`config.mk`:
```
export PLATFORM = sky130hd
export DESIGN_NAME = rs_systematic_encoder_gf256_core
export DESIGN_NICKNAME = d
export VERILOG_FILES = /design/src/rtl/rsenc_pkg.sv /design/src/rtl/rsenc_lfsr.sv /design/src/rtl/rsenc_obuf.sv /design/src/rtl/rs_systematic_encoder_gf256_core.sv
export VERILOG_INCLUDE_DIRS = /design/src /design/src/rtl
export SDC_FILE = /design/constraint.sdc
export NUM_CORES = 2
export LEC_CHECK = 0
export ABC_AREA = 1
export CAP_MARGIN = 25
export CORE_MARGIN = 5
export CORE_UTILIZATION = 45
export CTS_BUF_LIST = sky130_fd_sc_hd__clkbuf_8
export CTS_CLUSTER_DIAMETER = 100
export DETAILED_ROUTE_END_ITERATION = 8
export DONT_BUFFER_PORTS = 1
export HOLD_SLACK_MARGIN = 0.03
export SLEW_MARGIN = 5
export SYNTH_ARGS = -nofsm -noshare
export SYNTH_HDL_FRONTEND = slang
export SYNTH_SLANG_ARGS = --single-unit
```
`constraint.sdc`:
```
create_clock -name i_clk -period 7.5 [get_ports i_clk]
set_input_delay 1.125 -clock i_clk [delete_from_list [all_inputs] [get_ports i_clk]]
set_output_delay 1.125 -clock i_clk [all_outputs]
set_load 0.03 [all_outputs]
```
`src/rtl/rs_systematic_encoder_gf256_core_assert.svh`:
```
// Assertion macros for the Reed-Solomon encoder core.
`ifndef RS_SYSTEMATIC_ENCODER_GF256_CORE_ASSERT_SVH
`define RS_SYSTEMATIC_ENCODER_GF256_CORE_ASSERT_SVH

// Same-cycle implication, sampled on the rising clock edge outside reset.
`define RSENC_ASSERT_NOW(label, ante, cons, msg) \
    label: assert property (@(posedge i_clk) disable iff (!i_rst_n) \
        (ante) |-> (cons)) else $error(msg);

// Next-cycle implication, sampled on the rising clock edge outside reset.
`define RSENC_ASSERT_NEXT(label, ante, cons, msg) \
    label: assert property (@(posedge i_clk) disable iff (!i_rst_n) \
        (ante) |=> (cons)) else $error(msg);

`endif

```
`src/rtl/rsenc_pkg.sv`:
```
// Shared types, constants and GF(2^8) arithmetic for the Reed-Solomon encoder.
`timescale 1ns / 1ps

package rsenc_pkg;

    localparam int BYTE_W        = 8;
    localparam int IDX_W         = 6;
    localparam int CFG_IDX_W     = 4;
    localparam int CFG_DATA_W    = 64;
    localparam int NUM_COEF_REGS = 8;
    localparam int COEF_PER_REG  = CFG_DATA_W / BYTE_W;

    // Low byte of the field reduction polynomial 0x11D.
    localparam logic [BYTE_W-1:0] GF_POLY = 8'h1D;

    // One message beat.
    typedef struct packed {
        logic [BYTE_W-1:0] msg_byte;
        logic              last_byte;
    } t_in_beat;

    // One parity beat.
    typedef struct packed {
        logic [BYTE_W-1:0] parity_byte;
        logic [IDX_W-1:0]  parity_index;
        logic              last_parity;
    } t_out_beat;

    // Shift-and-add multiply in GF(2^8), eight narrow steps.
    function automatic logic [BYTE_W-1:0] gf_mul(input logic [BYTE_W-1:0] a,
                                                  input logic [BYTE_W-1:0] b);
        logic [BYTE_W-1:0] acc;
        logic [BYTE_W-1:0] x;
        acc = '0;
        x   = a;
        for (int i = 0; i < BYTE_W; i++) begin
            if (b[i]) begin
                acc = acc ^ x;
            end
            x = x[BYTE_W-1] ? ({x[BYTE_W-2:0], 1'b0} ^ GF_POLY) : {x[BYTE_W-2:0], 1'b0};
        end
        return acc;
    endfunction

endpackage

```
`src/rtl/rsenc_lfsr.sv`:
```
// Generator coefficient registers and the parity feedback shift register.
`timescale 1ns / 1ps

module rsenc_lfsr #(
    parameter int NPAR = 30
) (
    input  logic                                i_clk,
    input  logic                                i_rst_n,
    input  logic                                i_cfg_we,
    input  logic [rsenc_pkg::CFG_IDX_W-1:0]     i_cfg_idx,
    input  logic [rsenc_pkg::CFG_DATA_W-1:0]    i_cfg_data,
    input  logic                                i_step,
    input  rsenc_pkg::t_in_beat                 i_beat,
    output logic [NPAR*rsenc_pkg::BYTE_W-1:0]   o_par
);

    localparam int BW = rsenc_pkg::BYTE_W;

    logic [BW-1:0] r_coef [NPAR];
    logic [BW-1:0] r_par  [NPAR];
    logic [BW-1:0] n_par  [NPAR];
    logic [BW-1:0] gate;

    // Coefficient k lives in byte k mod 8 of register k div 8.
    for (genvar k = 0; k < NPAR; k++) begin : g_coef
        localparam int REG_SEL  = k / rsenc_pkg::COEF_PER_REG;
        localparam int BYTE_SEL = k % rsenc_pkg::COEF_PER_REG;
        always_ff @(posedge i_clk) begin
            if (!i_rst_n) begin
                r_coef[k] <= '0;
            end else if (i_cfg_we &&
                         i_cfg_idx == rsenc_pkg::CFG_IDX_W'(REG_SEL)) begin
                r_coef[k] <= i_cfg_data[BYTE_SEL*BW +: BW];
            end
        end
    end

    // Feedback: every stage adds the gate times its coefficient.
    assign gate = i_beat.msg_byte ^ r_par[NPAR-1];

    always_comb begin
        n_par[0] = rsenc_pkg::gf_mul(gate, r_coef[0]);
        for (int k = 1; k < NPAR; k++) begin
            n_par[k] = r_par[k-1] ^ rsenc_pkg::gf_mul(gate, r_coef[k]);
        end
    end

    // The stage clears after the last symbol; its parity goes to the output buffer.
    always_ff @(posedge i_clk) begin
        if (!i_rst_n) begin
            for (int k = 0; k < NPAR; k++) begin
                r_par[k] <= '0;
            end
        end else if (i_step) begin
            for (int k = 0; k < NPAR; k++) begin
                r_par[k] <= i_beat.last_byte ? '0 : n_par[k];
            end
        end
    end

    for (genvar k = 0; k < NPAR; k++) begin : g_out
        assign o_par[k*BW +: BW] = n_par[k];
    end

endmodule

```
`src/rtl/rsenc_obuf.sv`:
```
// Output buffer that streams a finished parity block one byte per beat.
`timescale 1ns / 1ps

module rsenc_obuf #(
    parameter int NPAR = 30
) (
    input  logic                                i_clk,
    input  logic                                i_rst_n,
    input  logic                                i_load,
    input  logic [NPAR*rsenc_pkg::BYTE_W-1:0]   i_par,
    output logic                                o_free,
    output logic                                o_valid,
    input  logic                                i_ready,
    output rsenc_pkg::t_out_beat                o_beat
);

    localparam int BW = rsenc_pkg::BYTE_W;
    localparam int IW = rsenc_pkg::IDX_W;
    localparam logic [IW-1:0] LAST_IDX = IW'(NPAR - 1);

    logic [BW-1:0] r_sbuf [NPAR];
    logic [IW-1:0] r_cnt;
    logic          r_busy;
    logic          take;
    logic          at_end;

    assign take   = r_busy && i_ready;
    assign at_end = (r_cnt == LAST_IDX);

    // A new block may load when empty or when the final beat leaves now.
    assign o_free = !r_busy || (take && at_end);

    // Control: beat counter and busy flag.
    always_ff @(posedge i_clk) begin
        if (!i_rst_n) begin
            r_busy <= 1'b0;
            r_cnt  <= '0;
        end else if (i_load) begin
            r_busy <= 1'b1;
            r_cnt  <= '0;
        end else if (take) begin
            r_busy <= !at_end;
            r_cnt  <= at_end ? '0 : r_cnt + IW'(1);
        end
    end

    // Payload: parity bytes shift toward the head entry.
    always_ff @(posedge i_clk) begin
        if (i_load) begin
            for (int k = 0; k < NPAR; k++) begin
                r_sbuf[k] <= i_par[k*BW +: BW];
            end
        end else if (take) begin
            for (int k = 0; k < NPAR - 1; k++) begin
                r_sbuf[k] <= r_sbuf[k+1];
            end
        end
    end

    assign o_valid             = r_busy;
    assign o_beat.parity_byte  = r_sbuf[0];
    assign o_beat.parity_index = r_cnt;
    assign o_beat.last_parity  = at_end;

endmodule

```
`src/rtl/rs_systematic_encoder_gf256_core.sv`:
```
// The first parity beat is valid in the cycle after the last message beat is taken.
// Throughput: one message beat per cycle, a final beat waiting for buffer room;
// a block of NPAR parity beats drains at one beat per cycle while i_out_ready is
// high; the output buffer sets the pace for messages shorter than NPAR symbols.
// Reset (synchronous, active low) clears the coefficients, parity and buffer control state.
`timescale 1ns / 1ps

module rs_systematic_encoder_gf256_core #(
    parameter int NPAR = 30
) (
    input  logic                               i_clk,
    input  logic                               i_rst_n,
    input  logic                               i_in_valid,
    output logic                               o_in_ready,
    input  rsenc_pkg::t_in_beat                i_in_data,
    output logic                               o_out_valid,
    input  logic                               i_out_ready,
    output rsenc_pkg::t_out_beat               o_out_data,
    input  logic                               i_cfg_we,
    input  logic [rsenc_pkg::CFG_IDX_W-1:0]    i_cfg_idx,
    input  logic [rsenc_pkg::CFG_DATA_W-1:0]   i_cfg_data
);

`include "rs_systematic_encoder_gf256_core_assert.svh"

    localparam logic [rsenc_pkg::IDX_W-1:0] LAST_IDX = rsenc_pkg::IDX_W'(NPAR - 1);

    logic                                 step;
    logic                                 load;
    logic                                 buf_free;
    logic [NPAR*rsenc_pkg::BYTE_W-1:0]    par;

    // Non-final beats always go in; a final beat waits for buffer room.
    assign o_in_ready = buf_free || !i_in_data.last_byte;
    assign step       = i_in_valid && o_in_ready;
    assign load       = step && i_in_data.last_byte;

    rsenc_lfsr #(
        .NPAR (NPAR)
    ) u_lfsr (
        .i_clk      (i_clk),
        .i_rst_n    (i_rst_n),
        .i_cfg_we   (i_cfg_we),
        .i_cfg_idx  (i_cfg_idx),
        .i_cfg_data (i_cfg_data),
        .i_step     (step),
        .i_beat     (i_in_data),
        .o_par      (par)
    );

    rsenc_obuf #(
        .NPAR (NPAR)
    ) u_obuf (
        .i_clk   (i_clk),
        .i_rst_n (i_rst_n),
        .i_load  (load),
        .i_par   (par),
        .o_free  (buf_free),
        .o_valid (o_out_valid),
        .i_ready (i_out_ready),
        .o_beat  (o_out_data)
    );

    // A final message beat starts a parity block at index zero.
    `RSENC_ASSERT_NEXT(a_block_start, load, o_out_valid && o_out_data.parity_index == '0, "parity block did not start at index zero")

    // The last-parity flag marks exactly the top index.
    `RSENC_ASSERT_NOW(a_last_flag, o_out_valid && o_out_data.last_parity, o_out_data.parity_index == LAST_IDX, "last parity flag on wrong index")

    // Taken beats inside a block step the index by one.
    `RSENC_ASSERT_NEXT(a_index_step, o_out_valid && i_out_ready && !o_out_data.last_parity, o_out_valid && o_out_data.parity_index == $past(o_out_data.parity_index) + rsenc_pkg::IDX_W'(1), "parity index did not advance")

    // No new block may overwrite one that is still draining.
    `RSENC_ASSERT_NOW(a_no_overrun, o_out_valid && !(i_out_ready && o_out_data.last_parity), !load, "parity block loaded over a busy buffer")

endmodule
```
* Word level (Yosys, flattened, before mapping) *
Memory sizes are Yosys's and may differ from the RTL's.
Cells that the tools add are included.

storage, ports and cells
  output and inout port bits = 17
  RAM bits = 720
  input port bits = 82
  memories kept = 3
  flip-flop bits (word level) = 7

memories
  name           words  bits a word  read ports  clocked after Yosys merged registers in  wr ports  line              text
  u_lfsr.r_coef  30     8            30          0                                        30        rsenc_lfsr.sv:19  logic [BW-1:0] r_coef [NPAR];
  u_lfsr.r_par   30     8            30          0                                        30        rsenc_lfsr.sv:20  logic [BW-1:0] r_par [NPAR];
  u_obuf.r_sbuf  30     8            30          0                                        30        rsenc_obuf.sv:21  logic [BW-1:0] r_sbuf [NPAR];

operators by class
  add/sub/neg operators = 1
  bitwise logic cells = 337
  reduce and logical (&&, ||, !) cells = 16
  mux-type cells = 390
  eq/ne operators = 4

operator list
  kind                   number
  $mux W8                359
  $xor A8 B8 Y8          240
  $or A1 B1 Y1           89
  $mux W5                7
  $not A4 Y4             7
  $mux W1                23
  $eq A4 B2 Y1 const B   2
  $logic_and A1 B1 Y1    8
  $add A6 B1 Y6 const B  1
  $eq A6 B5 Y1 const B   1
  $mux W6                1
  $eq A4 B1 Y1 const B   1
  $logic_not A4 Y1       1
  $logic_not A1 Y1       3
  $logic_or A1 B1 Y1     2
  $reduce_bool A2 Y1     1
  $reduce_or A2 Y1       1
  $not A1 Y1             1

* Longest topological paths before layout *
  word-level depth = 20
  depth in mapped cells = 23

* Cells and area by module *
A second synthesis with hierarchy kept.

unflattened totals
  cells, all modules = 9263
  area total of the unflattened synthesis = 62602.5 µm²

modules (own cells, without submodules)
  module                            cells an instance  instances  seq. area each (µm²)  area an instance (µm²)
  rsenc_lfsr                        8188               1          14413.8               51702.1
  rsenc_obuf                        1069               1          7347.0                10871.7
  rs_systematic_encoder_gf256_core  6                  1          0.0                   28.8

* Worst setup path before layout *
OpenSTA, ideal clock, no wires.

  kind = input to register
  start point = input port i_out_ready
  end point = memory u_obuf.r_sbuf[0][0] (netlist name) (enable)
  stages on the path = 14
  buffers on the path = 2
  arrival = 7330 ps
  setup slack = -412 ps
  library setup time = 583 ps
  path through = nand2_1 > inv_1 > nand2_1 > nand2_1 > inv_1 > nand2_1 > nand2_1 > inv_1 > nand2_1 > inv_1 > buf_2 > buf_1 > nor2_1 > inv_1

RTL lines
  element      line                                    text
  from (decl)  rs_systematic_encoder_gf256_core.sv:17  input logic i_out_ready,
  to (decl)    rsenc_obuf.sv:21

==> results.sh <==
export IMPL_run_status="finished, final reports clean"
export IMPL_synth_most_common_cell="sky130_fd_sc_hd__nand2_1"
export IMPL_die_area_sq_mm=0.142
export IMPL_max_freq_mhz=190
export IMPL_post_synth_main_area_contributors="sky130_fd_sc_hd__edfxtp_1, sky130_fd_sc_hd__nand2_1, sky130_fd_sc_hd__xor2_1"
export IMPL_cts_buffers_inserted=145
export IMPL_clkLatencyLatePin_ns=0.94
export IMPL_switching_fraction_of_total_power_pct=53.8
export IMPL_drive_above_1_share_pct=4.46
export IMPL_antenna_left=0
export IMPL_seq_area_frac_synth_pct=36.0
export IMPL_syn_num_nets=8768
export IMPL_clock_tree_htree_level_count=4
export IMPL_detailedRoute_firstPassIterationCount=8
export IMPL_p_switching_mw=16.6
export IMPL_post_cts_setup_buffers=0
export IMPL_fin_setup_tns_ns=0
export IMPL_critical_path_origin="u_obuf.r_cnt[0]$_SDFFE_PP0P_"
export IMPL_area_added_between_synthesis_and_finish_pct=6.95
export IMPL_detail_route_vias_per_cell=5.56
export IMPL_post_synth_top_area_fraction_pct=35.8
export IMPL_critical_path_endpoint="u_obuf.r_sbuf[1][13]$_DFFE_PP_"
export IMPL_r2r_end="u_obuf.r_sbuf[1][13]$_DFFE_PP_"
export IMPL_areal_power_density_over_the_cells_mw_per_mm2=476
export IMPL_port_buffer_count=0
export IMPL_cts_root_buf="sky130_fd_sc_hd__clkbuf_8"
export IMPL_ys_ff_latch=727
export IMPL_holdCritPathClass="in2reg"
export IMPL_clock_skew_final_ns=0.0585
export IMPL_worst_setup_path_start_kind="flop"
export IMPL_report_final_setup_viol=0
export IMPL_pleak_nw=31.1
export IMPL_rsz0062_at_grt="false"
export IMPL_critical_path_endpoint_type="flop"
export IMPL_max_slew_margin_pct=24.3
export IMPL_postLayoutCoreUtil_pct=48.4
export IMPL_crit_path_max_fanout=107
export IMPL_timing_critical_path_arrival_ns=5.77
export IMPL_routed_via_count=58300
export IMPL_reg2reg_slack_ns=2.23
export IMPL_power_frac_seq_pct=21.5
export IMPL_place_congestion=0.954
export IMPL_global_route_usage_total_pct=35.0
export IMPL_final_min_period_over_clock_period_pct=70.2
export IMPL_dieWidth_um=376
export IMPL_netlist_cell_type_count=43
export IMPL_clock_power_share_pct=13.5
export IMPL_synth_yosys_warnings=0
export IMPL_grt_max_degree=116
export IMPL_rows=134
export IMPL_power_frac_comb_pct=65.0
export IMPL_detailed_place_hpwl_um=164000
export IMPL_synth_async_sr_flop_share_pct=0
export IMPL_detailedRoute_firstIterationViolations=7769
export IMPL_cts_clk_pin_slew_worst_paths_ns=0.05
export IMPL_worst_ir_drop_vdd_mv=0.508
export IMPL_initial_antenna_violation_count=22
export IMPL_finalMaxSlewViolations=0
export IMPL_detailed_place_area_sq_mm=0.0618
export IMPL_grt_overflow=0
export IMPL_synth_enable_flop_cells=720
export IMPL_timing_max_cap_violations=0
export IMPL_number_of_hold_repair_buffers_added_at_the_cts_stage=0
export IMPL_die_h_um=376
export IMPL_fin_crit_ns=5.27
export IMPL_worst_pin_slew_ns=1.13
export IMPL_final_net_count=8649
export IMPL_critPathKind="reg2reg"
export IMPL_avgRoutedWirePerCell_um=24.5
export IMPL_post_synth_inst_count=8684
export IMPL_max_clock_path_buffers=3
export IMPL_core_sq_mm=0.133
export IMPL_post_syn_area_sq_mm=0.0604
export IMPL_drt_drc_violations_left=0
export IMPL_power_internal_mw=14.2
export IMPL_numClockSinks=727
export IMPL_tritoncts="yes"
export IMPL_initial_core_util_pct=45.3
export IMPL_hold_wc_startpoint="i_rst_n"
export IMPL_layout_cell_area_non_filler_sq_mm=0.0646
export IMPL_synthFlopType="sky130_fd_sc_hd__edfxtp_1"
export IMPL_worst_ep_required_time_ns=8.00
export IMPL_synth_top_cells_by_count="sky130_fd_sc_hd__nand2_1, sky130_fd_sc_hd__nor2_1, sky130_fd_sc_hd__inv_1"
export IMPL_timing_rr_start="u_obuf.r_cnt[0]$_SDFFE_PP0P_"
export IMPL_worst_r2r_path_depth=14
export IMPL_grt_pass1_wl_um=362000
export IMPL_totalWireLength_um=256000
export IMPL_number_of_top_level_pins=99
export IMPL_hold_violations=0
export IMPL_p_total_mw=30.8
export IMPL_synth_top_area_cell="sky130_fd_sc_hd__edfxtp_1"
export IMPL_cts_resized=0
export IMPL_syn_area_per_cell_sq_um=6.96
export IMPL_grt_pass1_vias=53000
-- per-stage QoR --
step / setup WS (ns) / std cells / hold WS, ns
finish: 2.23 / 10500 / 0.396
global route: 2.07 / 10400 / 0.358
CTS: 2.32 / 10400 / 0.329
detailed placement: 1.89 / 10200 / 0.501
global placement: 1.73 / 10200 / 0.497
floorplan: 0.807 / 8684 / 0.494
-- power by group through the flow --
stage          sequential (mW)  combinational, mW  clock [mW]
3_3_place_gp              6.66               19.0           0
2_1_floorplan             6.30               14.1           0
6_report                  6.62               20.0        4.14
3_5_place_dp              6.64               19.4           0
4_1_cts                   6.59               19.5        4.17
5_1_grt                   6.66               21.7        4.35
-- logic make-up after synthesis --
logic type      synth area share, %
compound gates                 2.36
fa+ha+maj                    0.0414
xor+xnor                       17.8
simple gates                   35.2
buf+inv                        8.59
flops                          36.0
-- routing by layer --
| metal | global-route usage [%] | wire length, um | vias to the layer above |
|---|---|---|---|
| met4 | 19.4 | 16100 | 8 |
| met1 | 46.1 | 100000 | 27200 |
| li1 | - | - | 26600 |
| met3 | 11.1 | 33900 | 789 |
| met5 | 0 | 50 | - |
| met2 | 51.1 | 106000 | 3684 |
-- placed cells by master (no fill, tap or decap), types with 6 or more instances in the layout --
cell	synthesis	routed
sky130_fd_sc_hd__nor2_1	1259	1259
sky130_fd_sc_hd__clkbuf_8	0	148
sky130_fd_sc_hd__buf_12	0	15
sky130_fd_sc_hd__o21bai_1	32	32
sky130_fd_sc_hd__xor2_1	690	690
sky130_fd_sc_hd__clkinv_1	0	30
sky130_fd_sc_hd__inv_2	10	11
sky130_fd_sc_hd__dfxtp_1	7	7
sky130_fd_sc_hd__inv_1	896	935
sky130_fd_sc_hd__bufinv_16	0	8
sky130_fd_sc_hd__nand2_2	29	27
sky130_fd_sc_hd__nand3_1	532	532
sky130_fd_sc_hd__nand2b_1	15	15
sky130_fd_sc_hd__edfxtp_1	720	720
sky130_fd_sc_hd__a21oi_1	74	74
sky130_fd_sc_hd__or2_2	44	42
sky130_fd_sc_hd__xnor2_1	515	515
sky130_fd_sc_hd__o21ai_1	34	34
sky130_fd_sc_hd__nand2_1	3130	3116
sky130_fd_sc_hd__clkinvlp_4	0	6
sky130_fd_sc_hd__or2_1	25	25
sky130_fd_sc_hd__o21ai_0	101	101
sky130_fd_sc_hd__a21o_1	6	6
sky130_fd_sc_hd__nand3b_1	142	142
sky130_fd_sc_hd__xnor3_1	6	6
sky130_fd_sc_hd__diode_2	0	27
sky130_fd_sc_hd__buf_4	46	63
sky130_fd_sc_hd__nand2_4	7	20
sky130_fd_sc_hd__clkinv_2	0	17
sky130_fd_sc_hd__nand4_1	31	31
-- area by class of cell --
type,count,area (sq um)
fill,13500,68800
multi-input combinational,6704,33700
sequential,727,21800
inverter,906,3410
tap,1768,2210
clock buffer,148,2040
timing repair buffer,81,798
clock inverter,108,689
antenna,27,67.6
-- sequential cells by signal, summed over array words and instances, names as in the netlist --
name            count
u_obuf.r_sbuf     240
u_lfsr.r_par      240
u_obuf.r_cnt        6
u_obuf.o_valid      1
u_lfsr.r_coef     240
-- how the worst min path moves through the flow --
stage / cells after the start / slack, ns / endpoint
2_1_floorplan: 2 / 0.49 / u_obuf.r_sbuf[0][12]$_DFFE_PP_
3_3_place_gp: 2 / 0.50 / u_obuf.r_sbuf[4][2]$_DFFE_PP_
3_5_place_dp: 2 / 0.50 / u_obuf.r_sbuf[4][2]$_DFFE_PP_
4_1_cts: 2 / 0.33 / u_obuf.o_valid$_SDFFE_PN0P_
5_1_grt: 2 / 0.36 / u_obuf.r_cnt[1]$_SDFFE_PP0P_
6_report: 2 / 0.40 / u_obuf.o_valid$_SDFFE_PN0P_
-- worst max-delay path, cell delays in order, from the launching register on --
cell                         delay (ns)
sky130_fd_sc_hd__dfxtp_1           0.58
sky130_fd_sc_hd__ha_1              0.23
sky130_fd_sc_hd__nand2_1           0.06
sky130_fd_sc_hd__nor3_2            0.50
sky130_fd_sc_hd__nand2_1           0.14
sky130_fd_sc_hd__nand2_1           0.09
sky130_fd_sc_hd__inv_1             0.05
sky130_fd_sc_hd__nand2_1           0.25
sky130_fd_sc_hd__nand2_1           0.22
sky130_fd_sc_hd__inv_1             0.15
sky130_fd_sc_hd__nand2_4           0.46
sky130_fd_sc_hd__inv_2             0.73
sky130_fd_sc_hd__nor2_1            0.15
sky130_fd_sc_hd__clkinvlp_4        0.40
sky130_fd_sc_hd__buf_12            0.43
(Power assumes the default switching activity.)
